### config.mk
export PLATFORM = sky130hd
export DESIGN_NAME = substring_search_all_matches_core
export DESIGN_NICKNAME = d
export VERILOG_FILES = /design/src/hdl/ssam_pkg.sv /design/src/hdl/ssam_dp.sv /design/src/hdl/ssam_ctrl.sv /design/src/hdl/substring_search_all_matches_core.sv
export SDC_FILE = /design/constraint.sdc
export NUM_CORES = 2
export LEC_CHECK = 0
export ABC_AREA = 0
export BUFFER_PORTS_ARGS = -buffer_cell sky130_fd_sc_hd__clkbuf_2
export CAP_MARGIN = 20
export CELL_PAD_IN_SITES_DETAIL_PLACEMENT = 1
export CELL_PAD_IN_SITES_GLOBAL_PLACEMENT = 2
export CORE_MARGIN = 2
export CORE_UTILIZATION = 30
export DETAILED_ROUTE_END_ITERATION = 6
export HOLD_SLACK_MARGIN = 0.08
export PLACE_DENSITY = 0.54
export SLEW_MARGIN = 20
export SYNTH_ARGS = -nofsm -noshare
export SYNTH_HDL_FRONTEND = slang
export SYNTH_SLANG_ARGS = --single-unit
### constraint.sdc
create_clock -name clk -period 3.9 [get_ports clk]
set_input_delay 0.39 -clock clk [delete_from_list [all_inputs] [get_ports clk]]
set_output_delay 0.39 -clock clk [all_outputs]
set_load 0.03 [all_outputs]
### src/hdl/ssam_pkg.sv
`timescale 1ns / 1ps

package ssam_pkg;

  localparam int POS_W = 10;

  localparam logic KIND_PATTERN = 1'b0;
  localparam logic KIND_TEXT    = 1'b1;

  localparam logic RES_MATCH = 1'b0;
  localparam logic RES_END   = 1'b1;

  typedef struct packed {
    logic       kind;
    logic [7:0] data_byte;
    logic [6:0] pattern_index;
    logic       text_last;
  } ssam_in_t;

  typedef struct packed {
    logic             result_kind;
    logic [POS_W-1:0] match_position;
    logic             none_found;
    logic             last;
  } ssam_out_t;

  typedef enum logic [1:0] {
    ST_IDLE,
    ST_CMP,
    ST_EMIT_MATCH,
    ST_EMIT_END
  } ssam_state_t;

  // Commands from the controller to the datapath.
  typedef struct packed {
    logic pat_wr;
    logic text_acc;
    logic shift;
    logic cmp_run;
    logic load_match;
    logic load_end;
  } ssam_cmd_t;

  // Status from the datapath to the controller.
  typedef struct packed {
    logic shift_ok;
    logic cmp_needed;
    logic cmp_done;
    logic cmp_hit;
    logic tlast;
    logic slot_free;
  } ssam_status_t;

endpackage

### src/hdl/ssam_dp.sv
`timescale 1ns / 1ps

module ssam_dp #(
  parameter int PAT_MAX  = 128,
  parameter int TEXT_MAX = 1024
) (
  input  logic                 clk,
  input  logic                 rst_n,
  input  logic                 cfg_valid,
  input  logic [7:0]           cfg_data,
  input  ssam_pkg::ssam_in_t   in_data,
  input  ssam_pkg::ssam_cmd_t  cmd,
  output ssam_pkg::ssam_status_t st,
  output logic                 out_valid,
  input  logic                 out_ready,
  output ssam_pkg::ssam_out_t  out_data
);

  localparam int AW    = (PAT_MAX > 1) ? $clog2(PAT_MAX) : 1;
  localparam int MW    = $clog2(PAT_MAX + 1);
  localparam int CW    = (MW > 8) ? MW : 8;
  localparam int CNT_W = $clog2(TEXT_MAX + 1);
  localparam int XW    = ((CNT_W > MW) ? CNT_W : MW) + 1;
  localparam int SW    = $clog2(2 * PAT_MAX + 1);

  logic [7:0]       len_r;
  logic [AW-1:0]    head_r;
  logic [AW-1:0]    wa_r;
  logic [MW-1:0]    j_r;
  logic [CNT_W-1:0] count_r;
  logic             any_r;
  logic             rv_r;
  logic             miss_r;
  logic             tlast_r;
  logic [7:0]       win_q_r;
  logic [7:0]       pat_q_r;
  logic             out_valid_r;
  ssam_pkg::ssam_out_t out_data_r;

  logic [7:0] pat_mem [PAT_MAX];
  logic [7:0] win_mem [PAT_MAX];

  logic [CW-1:0] len_ext;
  logic [CW-1:0] m_full;
  logic [MW-1:0] m;
  logic [AW-1:0] head_inc;
  logic [AW-1:0] wa_inc;
  logic [SW-1:0] s_sum;
  logic [AW-1:0] start;
  logic          issue;
  logic          idx_ok;
  logic [XW-1:0] pos_full;
  logic          slot_free;

  // Effective length is the register clipped to the store depth.
  assign len_ext = CW'(len_r);
  assign m_full  = (len_ext > CW'(PAT_MAX)) ? CW'(PAT_MAX) : len_ext;
  assign m       = MW'(m_full);

  assign head_inc = (head_r == AW'(PAT_MAX - 1)) ? '0 : head_r + AW'(1);
  assign wa_inc   = (wa_r == AW'(PAT_MAX - 1)) ? '0 : wa_r + AW'(1);

  // Oldest byte of the compared span sits m-1 places behind the newest one.
  assign s_sum = SW'(head_inc) + SW'(PAT_MAX) + SW'(1) - SW'(m);
  assign start = (s_sum >= SW'(PAT_MAX)) ? AW'(s_sum - SW'(PAT_MAX)) : AW'(s_sum);

  assign issue    = cmd.cmp_run && (j_r < m);
  assign idx_ok   = (32'(in_data.pattern_index) < PAT_MAX);
  assign pos_full = XW'(count_r) - XW'(m);
  assign slot_free = !out_valid_r || out_ready;

  assign st.shift_ok   = (count_r < CNT_W'(TEXT_MAX));
  assign st.cmp_needed = (m != '0) && ((XW'(count_r) + XW'(1)) >= XW'(m));
  assign st.cmp_done   = (j_r >= m) && !rv_r;
  assign st.cmp_hit    = !miss_r;
  assign st.tlast      = tlast_r;
  assign st.slot_free  = slot_free;

  assign out_valid = out_valid_r;
  assign out_data  = out_data_r;

  always_ff @(posedge clk) begin
    if (cmd.pat_wr && idx_ok) begin
      pat_mem[AW'(in_data.pattern_index)] <= in_data.data_byte;
    end
    if (issue) begin
      pat_q_r <= pat_mem[j_r[AW-1:0]];
    end
  end

  always_ff @(posedge clk) begin
    if (cmd.shift) begin
      win_mem[head_inc] <= in_data.data_byte;
    end
    if (issue) begin
      win_q_r <= win_mem[wa_r];
    end
  end

  always_ff @(posedge clk) begin
    if (cmd.text_acc) begin
      tlast_r <= in_data.text_last;
    end
    if (cmd.load_match) begin
      out_data_r.result_kind    <= ssam_pkg::RES_MATCH;
      out_data_r.match_position <= ssam_pkg::POS_W'(pos_full);
      out_data_r.none_found     <= 1'b0;
      out_data_r.last           <= !tlast_r;
    end else if (cmd.load_end) begin
      out_data_r.result_kind    <= ssam_pkg::RES_END;
      out_data_r.match_position <= '0;
      out_data_r.none_found     <= !any_r;
      out_data_r.last           <= 1'b1;
    end
  end

  always_ff @(posedge clk) begin
    if (!rst_n) begin
      len_r       <= '0;
      head_r      <= '0;
      wa_r        <= '0;
      j_r         <= '0;
      count_r     <= '0;
      any_r       <= 1'b0;
      rv_r        <= 1'b0;
      miss_r      <= 1'b0;
      out_valid_r <= 1'b0;
    end else begin
      if (cfg_valid) begin
        len_r <= cfg_data;
      end
      rv_r <= issue;
      if (cmd.shift) begin
        head_r  <= head_inc;
        wa_r    <= start;
        j_r     <= '0;
        miss_r  <= 1'b0;
        count_r <= count_r + CNT_W'(1);
      end else begin
        if (issue) begin
          wa_r <= wa_inc;
          j_r  <= j_r + MW'(1);
        end
        if (rv_r && (win_q_r != pat_q_r)) begin
          miss_r <= 1'b1;
        end
        if (cmd.load_end) begin
          count_r <= '0;
        end
      end
      if (cmd.load_match) begin
        any_r <= 1'b1;
      end else if (cmd.load_end) begin
        any_r <= 1'b0;
      end
      if (cmd.load_match || cmd.load_end) begin
        out_valid_r <= 1'b1;
      end else if (out_ready) begin
        out_valid_r <= 1'b0;
      end
    end
  end

endmodule

### src/hdl/ssam_ctrl.sv
`timescale 1ns / 1ps

module ssam_ctrl (
  input  logic                   clk,
  input  logic                   rst_n,
  input  logic                   in_valid,
  input  logic                   in_kind,
  input  logic                   in_last,
  output logic                   in_ready,
  input  ssam_pkg::ssam_status_t st,
  output ssam_pkg::ssam_cmd_t    cmd
);

  ssam_pkg::ssam_state_t state_r;
  ssam_pkg::ssam_state_t state_nxt;

  always_ff @(posedge clk) begin
    if (!rst_n) begin
      state_r <= ssam_pkg::ST_IDLE;
    end else begin
      state_r <= state_nxt;
    end
  end

  always_comb begin
    state_nxt = state_r;
    case (state_r)
      ssam_pkg::ST_IDLE: begin
        if (in_valid && (in_kind == ssam_pkg::KIND_TEXT)) begin
          if (st.shift_ok && st.cmp_needed) begin
            state_nxt = ssam_pkg::ST_CMP;
          end else if (in_last) begin
            state_nxt = ssam_pkg::ST_EMIT_END;
          end
        end
      end
      ssam_pkg::ST_CMP: begin
        if (st.cmp_done) begin
          if (st.cmp_hit) begin
            state_nxt = ssam_pkg::ST_EMIT_MATCH;
          end else if (st.tlast) begin
            state_nxt = ssam_pkg::ST_EMIT_END;
          end else begin
            state_nxt = ssam_pkg::ST_IDLE;
          end
        end
      end
      ssam_pkg::ST_EMIT_MATCH: begin
        if (st.slot_free) begin
          state_nxt = st.tlast ? ssam_pkg::ST_EMIT_END : ssam_pkg::ST_IDLE;
        end
      end
      ssam_pkg::ST_EMIT_END: begin
        if (st.slot_free) begin
          state_nxt = ssam_pkg::ST_IDLE;
        end
      end
      default: begin
        state_nxt = ssam_pkg::ST_IDLE;
      end
    endcase
  end

  always_comb begin
    in_ready = 1'b0;
    cmd      = '0;
    case (state_r)
      ssam_pkg::ST_IDLE: begin
        in_ready = 1'b1;
        if (in_valid) begin
          if (in_kind == ssam_pkg::KIND_PATTERN) begin
            cmd.pat_wr = 1'b1;
          end else begin
            cmd.text_acc = 1'b1;
            cmd.shift    = st.shift_ok;
          end
        end
      end
      ssam_pkg::ST_CMP: begin
        cmd.cmp_run = 1'b1;
      end
      ssam_pkg::ST_EMIT_MATCH: begin
        cmd.load_match = st.slot_free;
      end
      ssam_pkg::ST_EMIT_END: begin
        cmd.load_end = st.slot_free;
      end
      default: begin
        cmd = '0;
      end
    endcase
  end

  // A result is only loaded into an empty or draining output slot.
  assert property (@(posedge clk) disable iff (!rst_n)
    (cmd.load_match || cmd.load_end) |-> st.slot_free)
    else $error("result loaded into a full output slot");

  // A match result is only reached from a compare pass that found no mismatch.
  assert property (@(posedge clk) disable iff (!rst_n)
    (state_r == ssam_pkg::ST_CMP && state_nxt == ssam_pkg::ST_EMIT_MATCH)
      |-> (st.cmp_done && st.cmp_hit))
    else $error("match reported without a finished, clean compare");

  // A new text byte never starts while a compare pass is still running.
  assert property (@(posedge clk) disable iff (!rst_n)
    cmd.shift |-> !$past(cmd.cmp_run) || $past(st.cmp_done))
    else $error("window shifted during a compare pass");

  // After a final byte is taken with no compare, the controller goes straight to the end result.
  assert property (@(posedge clk) disable iff (!rst_n)
    (cmd.text_acc && in_last && !(st.shift_ok && st.cmp_needed))
      |=> (state_r == ssam_pkg::ST_EMIT_END))
    else $error("end of text not reported");

endmodule

### src/hdl/substring_search_all_matches_core.sv
`timescale 1ns / 1ps
// Streaming substring search that reports every start position, overlaps included.
// Input channel (in_valid/in_ready/in_data): a request with kind 0 writes one pattern
// byte at pattern_index; a request with kind 1 delivers the next text byte, and
// text_last marks the final byte of a text. Configuration channel (cfg_valid/cfg_ready/
// cfg_data) sets the pattern length and is always ready; write it only while idle.
// Result channel (out_valid/out_ready/out_data): a match result carries the start
// position; the final text byte also yields an end result that flags a text without
// any match. A text byte produces zero, one or two results.
// A text byte that can complete a match (at least m bytes of the current text seen,
// m = effective pattern length) runs a compare pass that reads the pattern store and
// the text window one byte a cycle; the reads are registered, so the last compare
// finishes after the last read. A byte that cannot complete a match runs no compare
// pass; a final byte then still yields the end result. Each result is emitted in turn.
// The result sits in an output register, so the next request is accepted while that
// result waits; a stalled receiver only holds the block once a second result is due.
// Reset clears the length, the text position and the match flag; the pattern store
// holds nothing meaningful until written. There is no clearing pass.

module substring_search_all_matches_core #(
  parameter int PAT_MAX  = 128,
  parameter int TEXT_MAX = 1024
) (
  input  logic                clk,
  input  logic                rst_n,
  input  logic                in_valid,
  output logic                in_ready,
  input  ssam_pkg::ssam_in_t  in_data,
  output logic                out_valid,
  input  logic                out_ready,
  output ssam_pkg::ssam_out_t out_data,
  input  logic                cfg_valid,
  output logic                cfg_ready,
  input  logic [7:0]          cfg_data
);

  ssam_pkg::ssam_cmd_t    cmd;
  ssam_pkg::ssam_status_t st;

  // The length register has no hazard against the datapath while idle, so the
  // configuration channel never stalls.
  assign cfg_ready = 1'b1;

  // The controller sequences accepting requests, the compare pass and the results.
  ssam_ctrl u_ctrl (
    .clk      (clk),
    .rst_n    (rst_n),
    .in_valid (in_valid),
    .in_kind  (in_data.kind),
    .in_last  (in_data.text_last),
    .in_ready (in_ready),
    .st       (st),
    .cmd      (cmd)
  );

  // The datapath holds the pattern store, the circular text window, the position
  // counter, the compare unit and the output register.
  ssam_dp #(
    .PAT_MAX  (PAT_MAX),
    .TEXT_MAX (TEXT_MAX)
  ) u_dp (
    .clk       (clk),
    .rst_n     (rst_n),
    .cfg_valid (cfg_valid),
    .cfg_data  (cfg_data),
    .in_data   (in_data),
    .cmd       (cmd),
    .st        (st),
    .out_valid (out_valid),
    .out_ready (out_ready),
    .out_data  (out_data)
  );

endmodule
==> results.json <==
{
  "postCtsSetupBuffers": 0,
  "grt.overflow.total": 0,
  "hold-path-endpoint": "u_dp.win_mem[120][0]$_DFFE_PP_",
  "ioPinCount": 46,
  "fillerInstances": 27370,
  "worstSetupPathType": "reg -> reg",
  "fmax_ghz": 0.2936,
  "required_ns": 4.59,
  "hold_path.class": "in -> reg",
  "hold_start": "in_data[8]",
  "cts.sinks": 2125,
  "area_delta_synth_final_pct": 18.30,
  "routed_via_density": 4.929,
  "fin_crit_ns": 3.406,
  "first_global_vias": 45410,
  "max_stage_delay_ns": 0.59,
  "end_kind": "register",
  "setup_violations": 0,
  "irDropWorstVdd_v": 0.0003549,
  "drtIter0Drc": 3178,
  "start_kind": "register",
  "root_buffer": "clkbuf_16",
  "drc": 0,
  "dr.pass1.iters": 7,
  "htreeDepth": 4,
  "arrival_ns": 4.10,
  "final_nets": 4735,
  "p_leak_nw": 30.91,
  "syn_area_um2": 84030,
  "cts_tree": "built",
  "clk_latency_ns": 0.92,
  "power.density_nw_per_um2": 536.0,
  "finalSetupTns_ns": 0,
  "final_antenna_net_count": 0,
  "syn_avg_cell_area_um2": 20.63,
  "dr_total_vias": 42300,
  "hold_violations": 0,
  "fp-row-count": 194,
  "maxCapViolations": 0,
  "ys_ff_latch": 2125,
  "clock_skew_ns": 0.1032,
  "post_drt_wl_per_cell_um": 28.30,
  "relSlewSlack": 0.2077,
  "syn_nets": 4144,
  "reg2reg_depth": 9,
  "track_usage": 0.1697,
  "maxSlewViolCount": 0,
  "cpMostUsedCell": "buf_4",
  "r2r_start": "u_dp.j_r[2]$_SDFFE_PP0P_",
  "regArea_um2": 63350,
  "dieHeight_um": 533.2,
  "routed_wl_mm": 242.9,
  "worst-r2r-setup-slack_ns": 0.49,
  "min_path_cells": 1,
  "crit_path_max_fanout": 34,
  "rsz0062_at_grt": "false",
  "finalCritPeriodShare": 0.8733,
  "async_flop_share": 0,
  "worstPathCellList": "buf_4 > ha_1 > o21a_1 > o21ai_0 > a211oi_2 > buf_4 > nor4b_1 > xnor2_1 > nor2_1",
  "numPortBuffers": 44,
  "reg2reg_to": "u_dp.j_r[3]$_SDFFE_PP0P_",
  "synth.distinct_cells": 69,
  "dieWidth_um": 533.2,
  "grt_pass1_wl_mm": 349.2,
  "ys_seq_area_frac": 0.7536,
  "antenna_found_initial": 6,
  "multi_input_comb_area_um2": 19360,
  "status": "completed",
  "holdWs_ns": 0.07718,
  "cts_made_buffers": 233,
  "core_area_um2": 278900,
  "gp_congestion": 0.7856,
  "cp_slowest_cell": "dfxtp_4",
  "yosys_warnings": 0,
  "clockBufferDepth": 4,
  "clk_pin_slew_ns": 0.06,
  "drive_above_1_share": 0.2946,
  "worst_pin_slew_ns": 1.188,
  "dp_hpwl_mm": 156.6,
  "start_util": 0.3013,
  "dieArea_um2": 284300,
  "synth-edff-count": 2076,
  "grt_max_degree": 123,
  "synthCells": 4073,
  "synth_flop_cell": "edfxtp_1"
}
==> state kept, by name, summed over array words and instances (netlist names) <==
register	count
u_dp.pat_mem	1024
u_dp.win_mem	1024
u_dp.out_data	13
u_dp.count_r	11
u_dp.j_r	8
u_dp.len_ext	8
u_dp.pat_q_r	8
u_dp.win_q_r	8
u_dp.head_r	7
u_dp.wa_r	7
u_ctrl.state_r	2
u_dp.any_r	1
u_dp.miss_r	1
u_dp.out_valid	1
u_dp.rv_r	1
u_dp.tlast_r	1
==> where the power goes <==
part	internal, mW	switching (mW)	leakage, nW	total [mW]
sequential	25.3	0.257	19.1	25.5
combinational	2.87	3.72	8.29	6.59
clock	12.2	8.97	3.56	21.2
total	40.3	12.9	30.9	53.3
==> worst max-delay path: cells and delay by family (launching register included) <==
| kind | cells | cell delay (ns) |
|---|---|---|
| AO/OA/AOI/OAI | 3 | 0.46 |
| XOR/XNOR | 1 | 0.12 |
| adder cells (fa/ha/maj) | 1 | 0.36 |
| buffers and inverters | 2 | 0.79 |
| flip-flops | 1 | 0.59 |
| AND/OR/NAND/NOR | 2 | 0.82 |
==> through the flow <==
| stage | utilization | worst slack, ns | power (mW) | cell area [µm²] | cells |
|---|---|---|---|---|---|
| after floorplan | - | 0.8082 | 29.96 | 84030 | 4073 |
| after global placement | 0.3293 | 0.4619 | 32.76 | 91840 | 8123 |
| after detailed placement | 0.3293 | 0.4318 | 32.79 | 91840 | 8123 |
| after CTS | 0.3564 | 0.4544 | 54.12 | 99400 | 8578 |
| after global routing | 0.3564 | 0.2810 | 55.15 | 99400 | 8579 |
| final | 0.3564 | 0.4940 | 53.29 | 99410 | 8581 |
==> what timing repair did <==
item                                   CTS  global route
gates resized for setup                  0             0
endpoints found under the hold margin  122             0
hold buffers                            30             0
==> layout by cell type, fill, tap and decap left out, types with 30 or more instances in the layout <==
| cell | synthesis | routed |
|---|---|---|
| a211oi_1 | 33 | 32 |
| a21oi_1 | 64 | 64 |
| buf_4 | 43 | 463 |
| clkbuf_1 | 64 | 51 |
| clkbuf_16 | 0 | 235 |
| clkbuf_2 | 0 | 36 |
| clkinv_1 | 3 | 55 |
| clkinv_2 | 0 | 50 |
| dfxtp_1 | 49 | 39 |
| dlygate4sd3_1 | 0 | 30 |
| edfxtp_1 | 2076 | 2076 |
| ha_1 | 39 | 39 |
| mux2i_1 | 133 | 133 |
| mux4_2 | 535 | 535 |
| nand2_1 | 125 | 125 |
| nand3_1 | 39 | 39 |
| nor2_1 | 340 | 339 |
| nor2b_1 | 35 | 35 |
| o21ai_0 | 41 | 41 |
| o22ai_1 | 31 | 31 |
==> cell families after synthesis <==
family          Yosys count  share of synthesized area
compound gates          294                    0.02344
fa+ha+maj                41                   0.006284
buf+inv                 241                    0.01620
xor+xnor                 41                   0.004273
simple gates            641                    0.03326
other cells               1                 0.00004463
flops                  2125                     0.7536
mux                     689                     0.1629
==> how the worst max path moves through the flow <==
stage	start	end	slack, ns	depth (start not counted)
2_1_floorplan	u_dp.len_ext[7]$_SDFFE_PN0P_	u_dp.wa_r[5]$_SDFFE_PN0P_	0.81	10
5_1_grt	u_dp.len_ext[7]$_SDFFE_PN0P_	u_dp.j_r[3]$_SDFFE_PP0P_	0.28	11
6_report	u_dp.j_r[2]$_SDFFE_PP0P_	u_dp.j_r[3]$_SDFFE_PP0P_	0.49	9
3_5_place_dp	u_dp.wa_r[0]$_SDFFE_PN0P_	u_dp.win_q_r[0]$_DFFE_PP_	0.43	8
4_1_cts	u_dp.j_r[2]$_SDFFE_PP0P_	u_dp.j_r[3]$_SDFFE_PP0P_	0.45	9
3_3_place_gp	u_dp.j_r[2]$_SDFFE_PP0P_	u_dp.j_r[3]$_SDFFE_PP0P_	0.46	9
==> cells in the mapped netlist (17+ instances only) <==
cell type	number	area, µm²
nand3_1	39	195.2
nand2_1	125	469.2
inv_1	26	97.59
buf_4	43	322.8
clkbuf_1	64	240.2
mux2i_1	133	1331
edfxtp_1	2076	62340
o22ai_1	31	193.9
dfxtp_1	49	980.9
xnor2_1	24	210.2
o21ai_0	41	205.2
buf_6	21	236.5
a21oi_1	64	320.3
ha_1	39	488.0
a22oi_1	21	157.7
mux4_2	535	12050
nor3_1	22	110.1
nor2b_1	35	219.0
and2_1	22	137.6
xor2_1	17	148.9
buf_2	69	345.3
a211oi_1	33	247.7
nor2_1	340	1276
==> layer usage <==
| layer | share of wire | routed length (µm) | vias to the layer above | track usage |
|---|---|---|---|---|
| met2 | 0.51 | 123400 | 746 | 0.2931 |
| met5 | 0.00013 | 32 | - | 0 |
| met1 | 0.44 | 106100 | 23210 | 0.2272 |
| met4 | 0.024 | 5800 | 4 | 0.04267 |
| li1 | - | - | 18030 | - |
| met3 | 0.031 | 7508 | 316 | 0.01952 |
==> layout make-up <==
type	count	area share
Antenna cell	3	0.00007552
Timing Repair Buffer	566	0.04681
Inverter	31	0.001171
Sequential cell	2125	0.6373
Clock buffer	292	0.06191
Multi-Input combinational cell	1707	0.1948
Tap cell	3724	0.04687
Clock inverter	133	0.01105
Note: power is estimated with default switching activity, not from simulation.
